`src/spmq_pkg.sv`:
```
package spmq_pkg;

  // Fixed field widths of the transaction payloads
  localparam int unsigned ID_W      = 16;
  localparam int unsigned PRIO_W    = 3;
  localparam int unsigned COUNT_W   = 10;

  // Depth of the command queue between front and back
  localparam int unsigned CMD_DEPTH = 2;

  typedef enum logic {
    KIND_ADD = 1'b0,
    KIND_POP = 1'b1
  } kind_e;

  typedef enum logic [1:0] {
    ST_ADDED  = 2'd0,
    ST_POPPED = 2'd1,
    ST_EMPTY  = 2'd2,
    ST_FULL   = 2'd3
  } status_e;

  // Classified command handed from front to back
  typedef struct packed {
    kind_e             kind;
    logic [PRIO_W-1:0] level;    // already clamped to a valid level
    logic [ID_W-1:0]   task_id;
  } cmd_t;

endpackage

```
`src/spmq_intf.sv`:
```
interface spmq_in_if
  import spmq_pkg::*;
();
  logic              valid;
  logic              ready;
  logic              kind;
  logic [PRIO_W-1:0] priority_req;
  logic [ID_W-1:0]   task_id;

  modport source (output valid, kind, priority_req, task_id, input ready);
  modport sink   (input valid, kind, priority_req, task_id, output ready);
endinterface


```
`src/spmq_front.sv`:
```
module spmq_front
  import spmq_pkg::*;
#(
  parameter int unsigned NUM_LEVELS = 8
) (
  input  logic      clk_i,
  input  logic      rst_ni,
  spmq_in_if.sink   req_i,
  output cmd_t      cmd_o,
  output logic      cmd_valid_o,
  input  logic      cmd_ready_i
);

  localparam int unsigned PtrW   = (CMD_DEPTH > 1) ? $clog2(CMD_DEPTH) : 1;
  localparam int unsigned CntW   = $clog2(CMD_DEPTH + 1);
  localparam int unsigned MaxLvl = NUM_LEVELS - 1;

  cmd_t            cmd_in;
  logic [PRIO_W:0] prio_ext;
  logic            push, pop;

  cmd_t            cmd_mem_q [CMD_DEPTH];
  logic [PtrW-1:0] wr_ptr_q, wr_ptr_d;
  logic [PtrW-1:0] rd_ptr_q, rd_ptr_d;
  logic [CntW-1:0] cnt_q, cnt_d;

  // classify: out-of-range levels fold onto the lowest priority level
  assign prio_ext = {1'b0, req_i.priority_req};

  always_comb begin
    cmd_in.kind    = kind_e'(req_i.kind);
    cmd_in.task_id = req_i.task_id;
    if (prio_ext > (PRIO_W + 1)'(MaxLvl)) begin
      cmd_in.level = PRIO_W'(MaxLvl);
    end else begin
      cmd_in.level = req_i.priority_req;
    end
  end

  assign req_i.ready = (cnt_q != CntW'(CMD_DEPTH));
  assign cmd_valid_o = (cnt_q != '0);
  assign cmd_o       = cmd_mem_q[rd_ptr_q];

  assign push = req_i.valid && req_i.ready;
  assign pop  = cmd_valid_o && cmd_ready_i;

  always_comb begin
    wr_ptr_d = wr_ptr_q;
    rd_ptr_d = rd_ptr_q;
    cnt_d    = cnt_q;
    if (push) begin
      wr_ptr_d = (wr_ptr_q == PtrW'(CMD_DEPTH - 1)) ? '0 : wr_ptr_q + 1'b1;
    end
    if (pop) begin
      rd_ptr_d = (rd_ptr_q == PtrW'(CMD_DEPTH - 1)) ? '0 : rd_ptr_q + 1'b1;
    end
    if (push && !pop) begin
      cnt_d = cnt_q + 1'b1;
    end else if (pop && !push) begin
      cnt_d = cnt_q - 1'b1;
    end
  end

  always_ff @(posedge clk_i or negedge rst_ni) begin
    if (!rst_ni) begin
      wr_ptr_q <= '0;
      rd_ptr_q <= '0;
      cnt_q    <= '0;
    end else begin
      wr_ptr_q <= wr_ptr_d;
      rd_ptr_q <= rd_ptr_d;
      cnt_q    <= cnt_d;
    end
  end

  always_ff @(posedge clk_i) begin
    if (push) begin
      cmd_mem_q[wr_ptr_q] <= cmd_in;
    end
  end

endmodule

```
`src/flat_wrapper.sv`:
```
// flat-port wrapper written by rule: the top's interface ports become plain ports
module spmq_front_flat import spmq_pkg::*;
#(
  parameter int unsigned NUM_LEVELS = 8
)
  (clk_i, rst_ni, cmd_o, cmd_valid_o, cmd_ready_i, req_i_valid, req_i_kind, req_i_priority_req, req_i_task_id, req_i_ready);
  spmq_in_if req_i_i ();
  input  logic clk_i;
  input  logic rst_ni;
  output cmd_t cmd_o;
  output logic cmd_valid_o;
  input  logic cmd_ready_i;
  input wire logic [$bits(req_i_i.valid)-1:0] req_i_valid;
  input wire logic [$bits(req_i_i.kind)-1:0] req_i_kind;
  input wire logic [$bits(req_i_i.priority_req)-1:0] req_i_priority_req;
  input wire logic [$bits(req_i_i.task_id)-1:0] req_i_task_id;
  output wire logic [$bits(req_i_i.ready)-1:0] req_i_ready;
  assign req_i_i.valid = req_i_valid;
  assign req_i_i.kind = req_i_kind;
  assign req_i_i.priority_req = req_i_priority_req;
  assign req_i_i.task_id = req_i_task_id;
  assign req_i_ready = req_i_i.ready;
  spmq_front #(.NUM_LEVELS(NUM_LEVELS)) u_core (.clk_i(clk_i), .rst_ni(rst_ni), .req_i(req_i_i), .cmd_o(cmd_o), .cmd_valid_o(cmd_valid_o), .cmd_ready_i(cmd_ready_i));
endmodule
```
`config.mk`:
```
export PLATFORM = sky130hd
export DESIGN_NAME = spmq_front_flat
export DESIGN_NICKNAME = d
export VERILOG_FILES = /design/src/spmq_pkg.sv /design/src/spmq_intf.sv /design/src/spmq_front.sv /design/src/flat_wrapper.sv
export SDC_FILE = /design/constraint.sdc
export NUM_CORES = 1
export LEC_CHECK = 0
export ABC_AREA = 1
export BUFFER_PORTS_ARGS = -buffer_cell sky130_fd_sc_hd__buf_2
export CAP_MARGIN = 25
export CORE_MARGIN = 2
export CORE_UTILIZATION = 55
export DETAILED_ROUTE_END_ITERATION = 16
export PLACE_DENSITY_LB_ADDON = 0.12
export SYNTH_ARGS = -nofsm -noshare
export SYNTH_HDL_FRONTEND = slang
export SYNTH_SLANG_ARGS = --single-unit
```
`constraint.sdc`:
```
create_clock -name clk_i -period 2.9 [get_ports clk_i]
set_input_delay 0.435 -clock clk_i [delete_from_list [all_inputs] [get_ports clk_i]]
set_output_delay 0.435 -clock clk_i [all_outputs]
set_load 0.01 [all_outputs]
```
==> results of run 1 <==
kinds of logic after synthesis:
group                      synth area share, %
buffers and inverters                    4.572
DFF                                      75.47
xor gates and xnor gates                 1.452
and+or+nand+nor                          17.78
adders and majority gates               0.7256
worst max-delay path by stage:
stage	start	endpoint	slack, ns	cells after the start
2_1_floorplan	u_core.cnt_q[0]	u_core.cmd_mem_q[0][0]	1.05	4
3_3_place_gp	u_core.rd_ptr_q	cmd_o[4]	1.50	4
3_5_place_dp	u_core.rd_ptr_q	cmd_o[18]	1.50	4
4_1_cts	u_core.rd_ptr_q	cmd_o[18]	1.09	4
5_1_grt	u_core.rd_ptr_q	cmd_o[16]	1.01	4
6_report	u_core.rd_ptr_q	cmd_o[18]	1.13	4
cell type report:
class,count,area share (%)
multi-input combinational,78,16.87
clock inverter,3,2.056
timing repair buffer,49,12.45
sequential,44,62.88
tap,44,2.660
inverter,7,1.270
clock buffer,5,1.814
critical path, cell delays in order, from the launching register on:
cell and delay (ns):
dfrtp_1 0.40, inv_2 0.28, nand2_1 0.10, nand2_1 0.09
buf_2 0.13
state kept, by name (all words and copies together), names as in the netlist:
register	flops
u_core.cmd_mem_q	40
u_core.wr_ptr_q	1
u_core.cnt_q	2
u_core.rd_ptr_q	1
synth_stat cells:
| library cell | instances |
|---|---|
| nand2_1 | 66 |
| buf_6 | 3 |
| nand3_1 | 2 |
| inv_2 | 3 |
| nand2_2 | 2 |
| nand4_1 | 1 |
| xnor2_1 | 1 |
| edfxtp_1 | 40 |
| buf_4 | 1 |
| ha_1 | 1 |
| inv_1 | 4 |
| dfrtp_1 | 4 |
| xor2_2 | 1 |
| nand2_4 | 2 |
| clkbuf_1 | 3 |
| nor2_1 | 2 |
per-layer routing:
layer | vias up | GRT usage [%] | wire length, um
met5 | - | 0 | 0
met4 | 0 | 5.714 | 18
met2 | 31 | 27.95 | 1406
li1 | 540 | - | -
met1 | 471 | 18.83 | 1075
met3 | 2 | 6.494 | 160
power by group through the flow:
| stage | combinational, W | sequential [W] | clock [W] |
|---|---|---|---|
| floorplan | 0.000501 | 0.000935 | 0 |
| global placement | 0.000722 | 0.000934 | 0 |
| detailed placement | 0.000733 | 0.000940 | 0 |
| CTS | 0.000736 | 0.000925 | 0.000377 |
| global route | 0.000819 | 0.000937 | 0.000399 |
| finish | 0.000721 | 0.000923 | 0.000366 |
metrics by stage:
step | total power, W | worst slack [ns] | instances | instance area, um^2
detailed placement | 0.001673 | 1.495 | 221 | 1979
global placement | 0.001656 | 1.503 | 221 | 1979
finish | 0.002010 | 1.125 | 230 | 2069
CTS | 0.002038 | 1.091 | 230 | 2069
global route | 0.002155 | 1.009 | 230 | 2069
floorplan | 0.001436 | 1.054 | 136 | 1724
==> impl_metrics.py, run 1 <==
metrics = {
    "layout": {
        "area_delta_synth_final_pct": 20.03,
        "regArea_um2": 1301,
        "n_antenna_cell": 0,
        "fillers": 237,
        "final_cell_mix": "66 x nand2_1, 45 x buf_2, 40 x edfxtp_1, 5 x clkbuf_4",
        "drive_gt1_share_pct": 34.95,
        "final_common_cell": "nand2_1",
        "final_nets": 210,
        "final_util_pct": 68.35,
        "multi_input_area_um2": 349.1,
    },
    "sta": {
        "whs_ns": 0.2712,
        "setup_violations": 0,
        "rsz0062_at_grt": "no",
        "hold_viol": 0,
        "maxSlewHeadroom_pct": 75.99,
        "drv_slew": 0,
        "fin_skew_ns": 0.002645,
        "fin_crit_sh_pct": 61.20,
        "max_freq_ghz": 0.5634,
        "worstMarginPinSlew_ns": 0.3597,
        "layout_min_cycle_time_ns": 1.775,
        "setup_tns_ns": 0,
    },
    "die": {
        "core_area_um2": 3028,
        "io-pin-count": 46,
        "initial_core_util_pct": 56.94,
        "dieArea_um2": 3599,
        "rows": 20,
        "die_w_um": 59.99,
        "die_y_um": 59.99,
    },
    "critical_path": {
        "r2r-start": "u_core.cnt_q[0]",
        "r2r_setup_slack_ns": 1.52,
        "cp_data_required_time_ns": 2.47,
        "crit_type": "flop to output port",
        "rr_endpoint": "u_core.cnt_q[1]",
        "r2r.worst_path.cells": 9,
        "arrival_ns": 1.34,
        "path_max_fanout": 21,
        "crit_path_end_kind": "output port",
        "cp-start-kind": "flop",
    },
    "drt": {
        "drt_wl_total_um": 2660,
        "drc_errors": 0,
        "wl_per_cell_um": 11.57,
        "drt_first_iter_violations": 23,
        "via_per_inst": 4.539,
        "vias": 1044,
        "ant_nets": 0,
        "first_pass_iters": 4,
    },
    "logic_synthesis": {
        "synth_area_leaders": "edfxtp_1 70%, nand2_1 14%, dfrtp_1 5.8%",
        "synth_top_cell_by_area": "edfxtp_1",
        "ys_seq_area_share_pct": 75.47,
        "yosysTopAreaCellShare_pct": 69.67,
        "postSynthCellCount": 136,
        "ys_ff_latch": 44,
        "syn_area_um2": 1724,
        "avgSynthCellArea_um2": 12.68,
        "synth_cell_types": 16,
        "synth.yosys.warnings": 0,
        "synth_fp_nets": 161,
    },
    "power_and_ir_drop": {
        "seq_power_share_pct": 45.9,
        "switching_power_w": 0.0007003,
        "intPower_w": 0.001310,
        "swShare_pct": 34.84,
        "comb_power_share_pct": 35.9,
        "ir_worst_vdd_uv": 571.6,
        "p_clk_share_pct": 18.2,
        "powerDensity_nw_per_um2": 971.3,
        "power.leakage_nw": 0.9304,
    },
    "grt": {
        "grt_use_total_pct": 16.44,
        "grt_pass1_vias": 914,
        "grt_antenna_before_repair": 0,
        "grt_pass1_wl_um": 4008,
        "gr-total-overflow": 0,
        "grt_max_degree": 22,
    },
    "hold_path": {
        "hold_path_depth": 1,
        "hold_class": "input pin to flop",
        "min_from": "req_i_task_id[12]",
        "min_to": "u_core.cmd_mem_q[0][12]",
    },
    "placement": {
        "io_buffers": 45,
        "dp_hpwl_um": 1754,
        "routabilityCongestion": 0.6449,
    },
    "clock_network": {
        "clk_path_buf_depth": 2,
        "cts_root_buf": "clkbuf_4",
        "ctsResizeCount": 0,
        "clock_sinks": 44,
        "cts_tree": "done",
        "cts_setup_buffers": 0,
        "clk_latency_ns": 0.34,
        "cts.reportedPaths.clkPinSlew_ns": 0.12,
        "cts_buffers": 5,
        "postCtsHoldBufs": 1,
        "cts-htree-levels": 2,
    },
    "flow_run": {
        "maxCapViolations": 0,
    },
    "status": {
        "status": "complete, no violations",
    },
}
No activity file was read; power rests on OpenSTA's default activity.
==> run 2: changes to the inputs <==
--- a/config.mk
+++ b/config.mk
@@ -9,7 +9,7 @@
 export BUFFER_PORTS_ARGS = -buffer_cell sky130_fd_sc_hd__buf_2
 export CAP_MARGIN = 25
 export CORE_MARGIN = 2
-export CORE_UTILIZATION = 55
+export CORE_UTILIZATION = 46
 export DETAILED_ROUTE_END_ITERATION = 16
 export PLACE_DENSITY_LB_ADDON = 0.12
 export SYNTH_ARGS = -nofsm -noshare
==> constraint.sdc (replaced) <==
create_clock -name clk_i -period 1.5 [get_ports clk_i]
set_input_delay 0.225 -clock clk_i [delete_from_list [all_inputs] [get_ports clk_i]]
set_output_delay 0.225 -clock clk_i [all_outputs]
set_load 0.01 [all_outputs]
==> run 2 against run 1 <==
Compared with the run above:
- non-clock buffer count is 2 higher
- core utilization is 9.6 points lower
- count of clock-buffer cells in the layout stayed put
- final cell count is 2.6% higher
- die area is 18% higher
==> impl_metrics.py, run 2 (synthesis results as in run 1) <==
metrics = {
    "sta": {
        "layout_min_cycle_time_ns": 1.413,
        "setup_ws_ns": 0.08684,
        "rsz0062_at_grt": "no",
        "maxSlewHeadroom_pct": 86.90,
        "drv_slew": 0,
        "fin_skew_ns": 0.005446,
        "worstMarginPinSlew_ns": 0.1965,
        "setup_violations": 0,
        "max_freq_ghz": 0.7076,
        "fin_crit_sh_pct": 94.21,
        "hold_viol": 0,
    },
    "die": {
        "die_y_um": 65.22,
        "io-pin-count": 46,
        "initial_core_util_pct": 47.45,
        "core_area_um2": 3633,
        "dieArea_um2": 4254,
        "rows": 22,
        "die_w_um": 65.22,
    },
    "critical_path": {
        "crit_path_end_kind": "output port",
        "arrival_ns": 1.19,
        "path_max_fanout": 21,
        "r2r_setup_slack_ns": 0.09,
        "path_cells": "inv_6 -> nand2_1 -> nand2_1 -> buf_2",
        "crit_buf_inv": 2,
        "crit_top_cell": "nand2_1",
        "cp.depth": 4,
        "crit_family": "flip-flops",
        "cp_slowest_cell": "dfrtp_2",
        "crit_type": "flop to output port",
        "cp_data_required_time_ns": 1.27,
        "slowest_delay_ns": 0.45,
        "r2r.worst_path.cells": 9,
        "cp-start-kind": "flop",
    },
    "layout": {
        "regArea_um2": 1303,
        "largest_reg_flops": 40,
        "final_nets": 212,
        "multi_input_area_um2": 349.1,
        "fillers": 318,
        "largest_registers": "u_core.cmd_mem_q (40), u_core.cnt_q (2)",
        "final_area_um2": 2135,
        "final_cell_mix": "66 x nand2_1, 45 x buf_2, 40 x edfxtp_1, 5 x clkbuf_8",
        "stdcell_count": 236,
        "area_delta_synth_final_pct": 23.80,
        "final_common_cell": "nand2_1",
        "n_antenna_cell": 0,
        "top_register": "u_core.cmd_mem_q",
        "drive_gt1_share_pct": 36.17,
    },
    "grt": {
        "grt_pass1_wl_um": 4464,
        "grt_antenna_before_repair": 0,
        "grt_pass1_vias": 1089,
        "grt_use_total_pct": 14.37,
        "gr-total-overflow": 0,
        "grt_max_degree": 22,
    },
    "drt": {
        "drt_wl_total_um": 2856,
        "vias": 1078,
        "via_per_inst": 4.568,
        "drc_errors": 0,
        "first_pass_iters": 4,
        "ant_nets": 0,
        "drt_first_iter_violations": 41,
        "wl_per_cell_um": 12.10,
    },
    "clock_network": {
        "clock_sinks": 44,
        "cts.reportedPaths.clkPinSlew_ns": 0.08,
        "cts_buffers": 5,
        "cts_setup_buffers": 0,
        "cts_root_buf": "clkbuf_8",
        "clk_path_buf_depth": 2,
        "cts_tree": "done",
        "cts-htree-levels": 2,
        "clk_latency_ns": 0.29,
    },
    "placement": {
        "dp_hpwl_um": 1954,
        "dp_cells": 227,
        "place_area_um2": 1999,
        "routabilityCongestion": 0.6958,
        "dp_slack_ns": 0.1027,
        "io_buffers": 45,
    },
    "power_and_ir_drop": {
        "comb_power_share_pct": 35.6,
        "powerDensity_nw_per_um2": 1943,
        "swShare_pct": 34.17,
        "ir_worst_vdd_uv": 1029,
        "intPower_w": 0.002730,
        "p_clk_share_pct": 20.8,
        "switching_power_w": 0.001417,
        "power.leakage_nw": 0.9557,
        "seq_power_share_pct": 43.6,
    },
    "hold_path": {
        "hold_class": "input pin to flop",
        "hold_path_depth": 1,
    },
    "flow_run": {
        "maxCapViolations": 0,
    },
    "status": {
        "status": "complete, no violations",
    },
}
-- run 2: power groups by stage --
| stage | Combinational [W] | Sequential (W) | Clock (W) |
|---|---|---|---|
| final | 0.00148 | 0.00181 | 0.000864 |
| after detailed placement | 0.00148 | 0.00182 | 0 |
| after global placement | 0.00143 | 0.00180 | 0 |
| after global routing | 0.00166 | 0.00184 | 0.000938 |
| after floorplan | 0.000978 | 0.00181 | 0 |
| after CTS | 0.00149 | 0.00179 | 0.000894 |
-- run 2: layout make-up --
type / count / share of cell area (%)
Clock buffer: 5 / 3.224
Multi-Input combinational cell: 78 / 16.35
Clock inverter: 3 / 1.993
Sequential cell: 44 / 61.02
Tap cell: 48 / 2.814
Timing Repair Buffer: 51 / 13.13
Inverter: 7 / 1.465
-- run 2: timing repair --
item,in CTS,in global routing
resized for setup,1,4
endpoints found under the hold margin,4,0
hold buffers,1,0
setup endpoints to repair,20,20
-- run 2: path summary, 6_finish.rpt --
| kind | from | endpoint |
|---|---|---|
| min in group asynchronous | rst_ni | u_core.cnt_q[0] |
| min reg2reg | u_core.cnt_q[0] | u_core.cnt_q[0] |
| max reg2reg | u_core.cnt_q[0] | u_core.cnt_q[1] |
| max in group asynchronous | rst_ni | u_core.rd_ptr_q |
| max | u_core.rd_ptr_q | cmd_o[15] |
| min | req_i_task_id[0] | u_core.cmd_mem_q[1][0] |
-- run 2: worst reg2reg max path, delay by kind of cell (launching register included) --
family | cells | cell delay [ns]
fa+ha+maj | 1 | 0.30
buf+inv | 3 | 0.24
flops | 1 | 0.41
simple gates | 5 | 0.37
-- run 2: routing by layer --
metal / global-route usage [%] / share of wire [%] / vias up
met5: 0 / 0 / -
met4: 4.948 / 1.2 / 0
met3: 4.795 / 6.8 / 5
met2: 27.04 / 54 / 38
met1: 14.72 / 38 / 491
li1: - / - / 544
-- run 2: metrics by stage --
stage / hold WS, ns / setup TNS (ns) / total power, W / util, %
floorplan: -0.07059 / -0.7337 / 0.002784 / -
global placement: 0.03576 / 0 / 0.003235 / 55.03
detailed placement: 0.03544 / 0 / 0.003292 / 55.03
CTS: 0.1090 / 0 / 0.004179 / 58.44
global route: 0.1100 / 0 / 0.004429 / 58.75
finish: 0.1207 / 0 / 0.004147 / 58.75
